### config.mk
export PLATFORM = sky130hd
export DESIGN_NAME = qpack_field_line_decoder_core
export DESIGN_NICKNAME = d
export VERILOG_FILES = /design/src/hdl/qpfld_pkg.sv /design/src/hdl/qpack_field_line_decoder_core.sv /design/src/hdl/qpfld_varint.sv /design/src/hdl/qpfld_parser.sv
export SDC_FILE = /design/constraint.sdc
export NUM_CORES = 1
export LEC_CHECK = 0
export BUFFER_PORTS_ARGS = -buffer_cell sky130_fd_sc_hd__buf_2
export CAP_MARGIN = 20
export CORE_MARGIN = 2
export CORE_UTILIZATION = 60
export DETAILED_ROUTE_END_ITERATION = 10
export MAX_ROUTING_LAYER = met4
export PLACE_DENSITY_LB_ADDON = 0.25
export SETUP_SLACK_MARGIN = 0.02
export SLEW_MARGIN = 30
export SYNTH_ARGS = -nofsm -noshare
export SYNTH_HDL_FRONTEND = slang
export SYNTH_SLANG_ARGS = --single-unit
export TNS_END_PERCENT = 30
### constraint.sdc
create_clock -name clk_i -period 7.1 [get_ports clk_i]
set_clock_uncertainty 0.05 [all_clocks]
set_input_delay 0.71 -clock clk_i [delete_from_list [all_inputs] [get_ports clk_i]]
set_output_delay 0.71 -clock clk_i [all_outputs]
set_load 0.03 [all_outputs]
### src/hdl/qpfld_pkg.sv
// shared types and constants for the qpack field line decoder
package qpfld_pkg;

  localparam int unsigned STATIC_ENTRIES = 63;
  localparam int unsigned LENGTH_BITS    = 32;
  localparam int unsigned ACC_W          = 64;
  localparam int unsigned SHIFT_W        = 7;
  localparam int unsigned IDX_W          = 6;
  localparam int unsigned GROUP_W        = 7;
  localparam int unsigned SHIFT_STEP     = 7;
  localparam int unsigned SHIFT_MAX      = 63;

  localparam logic [ACC_W-1:0] LEN_LIMIT = ACC_W'({LENGTH_BITS{1'b1}});

  typedef enum logic [1:0] {
    EV_PREFIX = 2'd0,
    EV_NAME   = 2'd1,
    EV_VALUE  = 2'd2,
    EV_ERROR  = 2'd3
  } event_e;

  typedef enum logic [1:0] {
    KIND_INDEXED = 2'd0,
    KIND_NAMEREF = 2'd1,
    KIND_LITERAL = 2'd2
  } kind_e;

  typedef enum logic [2:0] {
    ERR_NONE        = 3'd0,
    ERR_UNSUPPORTED = 3'd1,
    ERR_INDEX       = 3'd2,
    ERR_TRUNCATED   = 3'd3,
    ERR_OVERFLOW    = 3'd4
  } err_e;

  typedef struct packed {
    event_e           ev;
    kind_e            kind;
    logic [IDX_W-1:0] idx;
    logic [7:0]       dout;
    logic             done;
    logic             ok;
    err_e             code;
  } res_t;

endpackage

### src/hdl/qpack_field_line_decoder_core.sv
// top level: input register, byte parser and result register
//
//  channel | handshake               | payload
//  --------+-------------------------+------------------------------------------
//  in      | in_valid_i / in_ready_o | data_byte_i, block_end_i
//  out     | out_valid_o/out_ready_i | event_res_o, line_kind_o, static_index_o,
//          |                         | data_out_o, line_done_o, block_ok_o,
//          |                         | error_code_o
//
// one byte per cycle sustained while out_ready_i is high
// each byte is parsed in one pass between the input register and result register
// one result per byte; parse state returns to its reset value after a block end byte
// a stalled result holds the byte behind it; in_ready_o then follows out_ready_i
// rst_ni clears the parse state and both valid flags
module qpack_field_line_decoder_core (
  input  logic       clk_i,
  input  logic       rst_ni,
  input  logic       in_valid_i,
  output logic       in_ready_o,
  input  logic [7:0] data_byte_i,
  input  logic       block_end_i,
  output logic       out_valid_o,
  input  logic       out_ready_i,
  output logic [1:0] event_res_o,
  output logic [1:0] line_kind_o,
  output logic [5:0] static_index_o,
  output logic [7:0] data_out_o,
  output logic       line_done_o,
  output logic       block_ok_o,
  output logic [2:0] error_code_o
);

  logic            in_vld_q;
  logic [7:0]      data_q;
  logic            end_q;
  logic            out_vld_q;
  qpfld_pkg::res_t res;
  qpfld_pkg::res_t out_q;
  logic            advance;

  assign advance    = in_vld_q && (!out_vld_q || out_ready_i);
  assign in_ready_o = !in_vld_q || advance;

  always_ff @(posedge clk_i or negedge rst_ni) begin
    if (!rst_ni) begin
      in_vld_q <= 1'b0;
    end else if (in_ready_o) begin
      in_vld_q <= in_valid_i;
    end
  end

  always_ff @(posedge clk_i) begin
    if (in_ready_o && in_valid_i) begin
      data_q <= data_byte_i;
      end_q  <= block_end_i;
    end
  end

  qpfld_parser u_parser (
    .clk_i       (clk_i),
    .rst_ni      (rst_ni),
    .advance_i   (advance),
    .data_byte_i (data_q),
    .block_end_i (end_q),
    .res_o       (res)
  );

  always_ff @(posedge clk_i or negedge rst_ni) begin
    if (!rst_ni) begin
      out_vld_q <= 1'b0;
    end else if (advance) begin
      out_vld_q <= 1'b1;
    end else if (out_ready_i) begin
      out_vld_q <= 1'b0;
    end
  end

  always_ff @(posedge clk_i) begin
    if (advance) begin
      out_q <= res;
    end
  end

  assign out_valid_o    = out_vld_q;
  assign event_res_o    = out_q.ev;
  assign line_kind_o    = out_q.kind;
  assign static_index_o = out_q.idx;
  assign data_out_o     = out_q.dout;
  assign line_done_o    = out_q.done;
  assign block_ok_o     = out_q.ok;
  assign error_code_o   = out_q.code;

  a_error_has_code: assert property (@(posedge clk_i) disable iff (!rst_ni)
    out_vld_q && out_q.ev == qpfld_pkg::EV_ERROR |-> out_q.code != qpfld_pkg::ERR_NONE)
    else $error("error item without code");

  a_ok_no_error: assert property (@(posedge clk_i) disable iff (!rst_ni)
    out_vld_q && out_q.ok |-> out_q.ev != qpfld_pkg::EV_ERROR
      && out_q.code == qpfld_pkg::ERR_NONE)
    else $error("block ok together with error");

  a_pending_kept: assert property (@(posedge clk_i) disable iff (!rst_ni)
    in_vld_q && !advance |=> in_vld_q && $stable(data_q) && $stable(end_q))
    else $error("pending input byte lost");

endmodule

### src/hdl/qpfld_varint.sv
// continuation group add for prefixed integers with 64-bit overflow detection
module qpfld_varint (
  input  logic [qpfld_pkg::ACC_W-1:0]   acc_i,
  input  logic [qpfld_pkg::SHIFT_W-1:0] shift_i,
  input  logic [qpfld_pkg::GROUP_W-1:0] group_i,
  output logic [qpfld_pkg::ACC_W-1:0]   sum_o,
  output logic                          ovf_o
);

  localparam int unsigned WIDE_W = qpfld_pkg::ACC_W + qpfld_pkg::GROUP_W;

  logic [WIDE_W-1:0] term;
  logic [WIDE_W-1:0] wide;

  assign term  = {{qpfld_pkg::ACC_W{1'b0}}, group_i} << shift_i;
  assign wide  = {{qpfld_pkg::GROUP_W{1'b0}}, acc_i} + term;
  assign sum_o = wide[qpfld_pkg::ACC_W-1:0];
  assign ovf_o = |wide[WIDE_W-1:qpfld_pkg::ACC_W];

endmodule

### src/hdl/qpfld_parser.sv
// parse state and single-pass next-state and result logic for one byte
module qpfld_parser (
  input  logic             clk_i,
  input  logic             rst_ni,
  input  logic             advance_i,
  input  logic [7:0]       data_byte_i,
  input  logic             block_end_i,
  output qpfld_pkg::res_t  res_o
);

  localparam logic [2:0] PH_FIRST   = 3'd0;
  localparam logic [2:0] PH_INDEX   = 3'd1;
  localparam logic [2:0] PH_NAMELEN = 3'd2;
  localparam logic [2:0] PH_NAME    = 3'd3;
  localparam logic [2:0] PH_VALLEN0 = 3'd4;
  localparam logic [2:0] PH_VALLEN  = 3'd5;
  localparam logic [2:0] PH_VALUE   = 3'd6;
  localparam logic [2:0] PH_SKIP    = 3'd7;

  logic [2:0]                        phase_q, phase_d;
  qpfld_pkg::kind_e                  kind_q, kind_d;
  logic [qpfld_pkg::ACC_W-1:0]       acc_q, acc_d;
  logic [qpfld_pkg::SHIFT_W-1:0]     shift_q, shift_d;
  logic [qpfld_pkg::LENGTH_BITS-1:0] left_q, left_d;
  logic [qpfld_pkg::IDX_W-1:0]       idx_q, idx_d;
  qpfld_pkg::err_e                   err_q, err_d;

  logic [qpfld_pkg::ACC_W-1:0]   vi_sum;
  logic                          vi_ovf;
  logic [qpfld_pkg::SHIFT_W-1:0] shift_sum;

  logic                          int_done;
  logic                          int_start;
  logic                          prefix_max;
  logic [6:0]                    prefix;
  logic [2:0]                    which;
  logic [qpfld_pkg::ACC_W-1:0]   acc_val;
  logic                          fin;
  qpfld_pkg::err_e               err_fin;
  qpfld_pkg::res_t               res;

  qpfld_varint u_varint (
    .acc_i   (acc_q),
    .shift_i (shift_q),
    .group_i (data_byte_i[6:0]),
    .sum_o   (vi_sum),
    .ovf_o   (vi_ovf)
  );

  assign shift_sum = shift_q + qpfld_pkg::SHIFT_W'(qpfld_pkg::SHIFT_STEP);

  always_comb begin
    phase_d    = phase_q;
    kind_d     = kind_q;
    acc_d      = acc_q;
    shift_d    = shift_q;
    left_d     = left_q;
    idx_d      = idx_q;
    err_d      = err_q;
    int_done   = 1'b0;
    int_start  = 1'b0;
    prefix_max = 1'b0;
    prefix     = '0;
    which      = phase_q;
    acc_val    = vi_sum;
    fin        = 1'b0;
    err_fin    = qpfld_pkg::ERR_NONE;
    res        = '0;
    res.ev     = qpfld_pkg::EV_PREFIX;

    unique case (phase_q)
      PH_FIRST: begin
        if (data_byte_i[7]) begin
          kind_d     = qpfld_pkg::KIND_INDEXED;
          which      = PH_INDEX;
          prefix     = {1'b0, data_byte_i[5:0]};
          prefix_max = &data_byte_i[5:0];
          int_start  = 1'b1;
        end else if (data_byte_i[6]) begin
          kind_d     = qpfld_pkg::KIND_NAMEREF;
          which      = PH_INDEX;
          prefix     = {1'b0, data_byte_i[5:0]};
          prefix_max = &data_byte_i[5:0];
          int_start  = 1'b1;
        end else if (data_byte_i[5]) begin
          kind_d     = qpfld_pkg::KIND_LITERAL;
          which      = PH_NAMELEN;
          prefix     = {2'b00, data_byte_i[4:0]};
          prefix_max = &data_byte_i[4:0];
          int_start  = 1'b1;
        end else begin
          err_d   = qpfld_pkg::ERR_UNSUPPORTED;
          phase_d = PH_SKIP;
        end
      end
      PH_INDEX, PH_NAMELEN, PH_VALLEN: begin
        if (vi_ovf) begin
          err_d   = qpfld_pkg::ERR_OVERFLOW;
          phase_d = PH_SKIP;
        end else if (data_byte_i[7]) begin
          acc_d   = vi_sum;
          shift_d = shift_sum;
          if (shift_sum > qpfld_pkg::SHIFT_W'(qpfld_pkg::SHIFT_MAX)) begin
            err_d   = qpfld_pkg::ERR_OVERFLOW;
            phase_d = PH_SKIP;
          end else if (phase_q != PH_INDEX && vi_sum > qpfld_pkg::LEN_LIMIT) begin
            err_d   = qpfld_pkg::ERR_OVERFLOW;
            phase_d = PH_SKIP;
          end
        end else begin
          acc_d    = vi_sum;
          int_done = 1'b1;
        end
      end
      PH_VALLEN0: begin
        which      = PH_VALLEN;
        prefix     = data_byte_i[6:0];
        prefix_max = &data_byte_i[6:0];
        int_start  = 1'b1;
      end
      PH_NAME: begin
        res.ev   = qpfld_pkg::EV_NAME;
        res.dout = data_byte_i;
        left_d   = left_q - qpfld_pkg::LENGTH_BITS'(1);
        if (left_q == qpfld_pkg::LENGTH_BITS'(1)) begin
          phase_d = PH_VALLEN0;
        end
      end
      PH_VALUE: begin
        res.ev   = qpfld_pkg::EV_VALUE;
        res.dout = data_byte_i;
        left_d   = left_q - qpfld_pkg::LENGTH_BITS'(1);
        if (left_q == qpfld_pkg::LENGTH_BITS'(1)) begin
          fin     = 1'b1;
          phase_d = PH_FIRST;
        end
      end
      PH_SKIP: begin
      end
      default: begin
      end
    endcase

    if (int_start) begin
      acc_d   = qpfld_pkg::ACC_W'(prefix);
      acc_val = qpfld_pkg::ACC_W'(prefix);
      shift_d = '0;
      if (prefix_max) begin
        phase_d = which;
      end else begin
        int_done = 1'b1;
      end
    end

    if (int_done) begin
      if (which == PH_INDEX) begin
        if (acc_val >= qpfld_pkg::ACC_W'(qpfld_pkg::STATIC_ENTRIES)) begin
          err_d   = qpfld_pkg::ERR_INDEX;
          phase_d = PH_SKIP;
        end else begin
          idx_d = acc_val[qpfld_pkg::IDX_W-1:0];
          if (kind_d == qpfld_pkg::KIND_INDEXED) begin
            fin     = 1'b1;
            phase_d = PH_FIRST;
          end else begin
            phase_d = PH_VALLEN0;
          end
        end
      end else if (acc_val > qpfld_pkg::LEN_LIMIT) begin
        err_d   = qpfld_pkg::ERR_OVERFLOW;
        phase_d = PH_SKIP;
      end else if (acc_val == '0) begin
        if (which == PH_NAMELEN) begin
          phase_d = PH_VALLEN0;
        end else begin
          fin     = 1'b1;
          phase_d = PH_FIRST;
        end
      end else begin
        left_d  = acc_val[qpfld_pkg::LENGTH_BITS-1:0];
        phase_d = (which == PH_NAMELEN) ? PH_NAME : PH_VALUE;
      end
    end

    res.kind = kind_d;
    res.done = fin;
    if (fin && kind_d != qpfld_pkg::KIND_LITERAL) begin
      res.idx = idx_d;
    end

    err_fin = err_d;
    if (block_end_i && err_d == qpfld_pkg::ERR_NONE && phase_d != PH_FIRST) begin
      err_fin = qpfld_pkg::ERR_TRUNCATED;
    end
    err_d = err_fin;

    if (err_fin != qpfld_pkg::ERR_NONE) begin
      res.ev   = qpfld_pkg::EV_ERROR;
      res.code = err_fin;
      res.kind = qpfld_pkg::KIND_INDEXED;
      res.idx  = '0;
      res.dout = '0;
      res.done = 1'b0;
    end else if (block_end_i) begin
      res.ok = 1'b1;
    end

    if (block_end_i) begin
      phase_d = PH_FIRST;
      kind_d  = qpfld_pkg::KIND_INDEXED;
      acc_d   = '0;
      shift_d = '0;
      left_d  = '0;
      idx_d   = '0;
      err_d   = qpfld_pkg::ERR_NONE;
    end
  end

  assign res_o = res;

  always_ff @(posedge clk_i or negedge rst_ni) begin
    if (!rst_ni) begin
      phase_q <= PH_FIRST;
      kind_q  <= qpfld_pkg::KIND_INDEXED;
      acc_q   <= '0;
      shift_q <= '0;
      left_q  <= '0;
      idx_q   <= '0;
      err_q   <= qpfld_pkg::ERR_NONE;
    end else if (advance_i) begin
      phase_q <= phase_d;
      kind_q  <= kind_d;
      acc_q   <= acc_d;
      shift_q <= shift_d;
      left_q  <= left_d;
      idx_q   <= idx_d;
      err_q   <= err_d;
    end
  end

  a_skip_iff_error: assert property (@(posedge clk_i) disable iff (!rst_ni)
    (phase_q == PH_SKIP) == (err_q != qpfld_pkg::ERR_NONE))
    else $error("skip phase and held error disagree");

  a_block_end_resets: assert property (@(posedge clk_i) disable iff (!rst_ni)
    advance_i && block_end_i |=> phase_q == PH_FIRST && err_q == qpfld_pkg::ERR_NONE)
    else $error("parser not reset after block end");

  a_string_left: assert property (@(posedge clk_i) disable iff (!rst_ni)
    (phase_q == PH_NAME || phase_q == PH_VALUE) |-> left_q != '0)
    else $error("string phase with no bytes left");

endmodule

==> results_dict.tcl <==
set metrics [dict create \
    outcome "complete, no violations" \
    remaining_drc_errors 0 \
    die_h_um 156 \
    synth_cell_type_count 105 \
    grt_pass1_vias 13900 \
    p_clk_frac 0.199 \
    portBuffers 37 \
    max-slew-margin-rel 0.340 \
    yosysMostFrequentCell "nand2_1" \
    yosys.area.top_type "dfrtp_1" \
    overflow 0 \
    place_congestion 1.08 \
    slowest_delay_ps 540 \
    place_inst 2088 \
    synth_seq_area_share 0.285 \
    crit_fanout 12 \
    max_freq_mhz 147 \
    rows 55 \
    ys_warn_count 0 \
    synth_top_cells_by_area "dfrtp_1 (22%), edfxtp_1 (7.0%), nand2_1 (6.8%)" \
    r2r_cells 25 \
    drtIter0Drc 2007 \
    ir_worst_vdd_uv 391 \
    post-dp-hpwl_mm 39.9 \
    dpl_cell_area_um2 14500 \
    die_area_um2 24200 \
    hold_violations 0 \
    start_kind "register" \
    internal_power_w 0.00240 \
    dr_wl_met3_mm 5.40 \
    routed.top_layer "met4" \
    min-delay-path-class "input pin to async pin" \
    setup_violations 0 \
    grtUsageTotal 0.438 \
    fin_hold_ws_ps 245 \
    die_w_um 156 \
    wl_mm 51.7 \
    p_switching_w 0.00232 \
    firstDrtPassIters 5 \
    ys_ff_latch 151 \
    p_per_area_nw_per_um2 309 \
    critical_path_class "register to register" \
    cts_tree "built" \
    met2_length_mm 22.9 \
    synth_edf_count 32 \
    routed_via_density 7.12 \
    area_growth_pct 10.6 \
    root_buffer "clkbuf_16" \
    final_cell_area_um2 15300 \
    clock_sinks 151 \
    worst_pin_slew_ps 988 \
    postCtsHoldBufs 0 \
    wl_per_cell_um 24.3 \
    rsz0062_at_grt "false" \
    htree_levels 4 \
    synthTopCellsByCount "nand2_1 (249), nor2_1 (173), o21ai_0 (143)" \
    syn_area_um2 13800 \
    numCtsBuffers 17 \
    antenna_found_initial 0 \
    avgSynthCellArea_um2 7.65 \
    period_needed_ps 6820 \
    setup.worst_path.end_class "register" \
    start_util 0.609 \
    fillCellCount 1906 \
    cp_top_family "compound AO/OA/AOI/OAI gates" \
    io_pins 38 \
    fin_total_pwr_w 0.00472 \
    vias 15100 \
    drive_above_1_share 0.131 \
    fin_crit_sh 0.960 \
    cp.arrival_ps 6970 \
    seqPwrFrac 0.255 \
    postRouteAntennaNets 0 \
    synth_ff_type "dfrtp_1" \
    drv_slew 0 \
    grt_pass1_wl_mm 79.4 \
    synth_nets 1886 \
    synth_cells 1803 \
    worst_ep_required_time_ps 7250 \
    cap_violations 0 \
    leakage_nw 6.01 \
    worst-path-stages 25 \
    p_comb_frac 0.546 \
    grt_start_max_net_pins 80 \
    coreArea_um2 22600 \
    wl_met1_mm 20.2 \
    cp_num_buf_inv 2 \
    synth_top_area_share 0.216 \
    fin_cells 2127 \
    nets 1912 \
    clockBufferDepth 2 \
    synthArstFlopShare 0.788 \
    switching_share 0.492 \
    crit_slowest_cell "dfrtp_1" \
    clkTransAtPathRegs_ps 70 \
    n_antenna_cell 0 \
    clk_latency_ps 450 \
]
-- per-layer routing --
metal,vias to the layer above,GRT usage
li1,6812,-
met4,0,0.227
met3,195,0.0792
met1,7157,0.558
met5,-,-
met2,985,0.670
-- worst paths after layout --
path                            slack [ps]                  to                 from
worst min register to register         430   u_parser.err_q[0]    u_parser.err_q[0]
max in group asynchronous             5600   u_parser.idx_q[3]               rst_ni
worst min-delay path                   240  u_parser.acc_q[32]               rst_ni
worst max-delay path                   280      line_kind_o[0]  u_parser.shift_q[4]
min in group clk_i                     390               end_q          block_end_i
worst max register to register         280      line_kind_o[0]  u_parser.shift_q[4]
-- repair_timing --
item | 4_1_cts | 5_1_grt
resized for setup | 3 | 37
pin swaps | 0 | 5
setup endpoints to repair | 21 | 22
setup buffers | 0 | 7
hold endpoints to repair | 0 | 0
-- state kept, by name, indices dropped and copies added (netlist names) --
register	count
block_ok_o	1
data_out_o	8
data_q	8
end_q	1
error_code_o	3
event_res_o	2
in_vld_q	1
line_done_o	1
line_kind_o	2
out_valid_o	1
static_index_o	6
u_parser.acc_q	64
u_parser.err_q	3
u_parser.idx_q	6
u_parser.kind_q	2
u_parser.left_q	32
u_parser.phase_q	3
u_parser.shift_q	7
-- stage by stage --
stage,setup slack [ps],setup TNS [ps],util
2_1_floorplan,642,0,-
3_3_place_gp,-15.9,-15.9,0.638
3_5_place_dp,-118,-624,0.638
4_1_cts,94.9,0,0.664
5_1_grt,18.3,0,0.674
6_report,282,0,0.674
-- power by group through the flow --
stage	combinational, W	clock [W]	sequential (W)
after floorplan	0.00168	0	0.00119
after global placement	0.00241	0	0.00120
after detailed placement	0.00246	0	0.00121
after CTS	0.00247	0.000932	0.00119
after global routing	0.00277	0.000970	0.00122
final	0.00258	0.000939	0.00120
-- layout make-up --
type | instances | area (um^2) | share of cell area
multi-input combinational | 1502 | 9420 | 0.618
sequential | 151 | 3940 | 0.258
timing repair buffer | 121 | 820 | 0.0537
clock buffer | 19 | 454 | 0.0298
tap | 285 | 357 | 0.0234
inverter | 36 | 135 | 0.00886
clock inverter | 13 | 124 | 0.00812
-- worst register-to-register path, cell delays in order (launching register included) --
cell and delay, ps:
dfrtp_1 540, nor2_2 320, nand2_1 200, nor2_1 180
ha_1 200, inv_1 60, fa_1 380, nor2b_1 270
o31a_1 400, o211ai_2 210, a21oi_2 260, a31oi_2 170
o31a_1 350, o41ai_1 450, xnor2_1 180, or4b_1 510
and2b_1 300, o21ai_0 100, ha_1 290, nor2_1 50
a311o_1 340, nand3_1 100, a211oi_2 50, buf_4 180
a31o_2 280, and3_1 170
-- layout by cell type, fill, tap and decap left out, drive strengths merged, types with 13 or more instances in the layout --
cell type	count
nand2	250
nor2	173
o21ai	165
a21oi	147
buf	120
dfrtp	119
nor3	83
ha	69
nand4	54
inv	46
nand3	45
o31ai	45
edfxtp	32
xnor2	26
a31oi	24
o22ai	22
mux2i	22
a21o	21
and2	21
a22o	20
xor2	20
clkbuf	20
nor2b	19
o21a	19
nand2b	19
and3	18
a22oi	13
or3	13
-- logic make-up after synthesis --
logic type / count (synthesis) / share of synthesized area
and+or+nand+nor: 747 / 0.260
AOI/OAI and AO/OA: 609 / 0.292
DFF: 151 / 0.285
adders and majority gates: 70 / 0.0640
muxes: 30 / 0.0241
xor gates and xnor gates: 46 / 0.0292
buffers and inverters: 150 / 0.0448
Note: power is estimated with default switching activity, not from simulation.
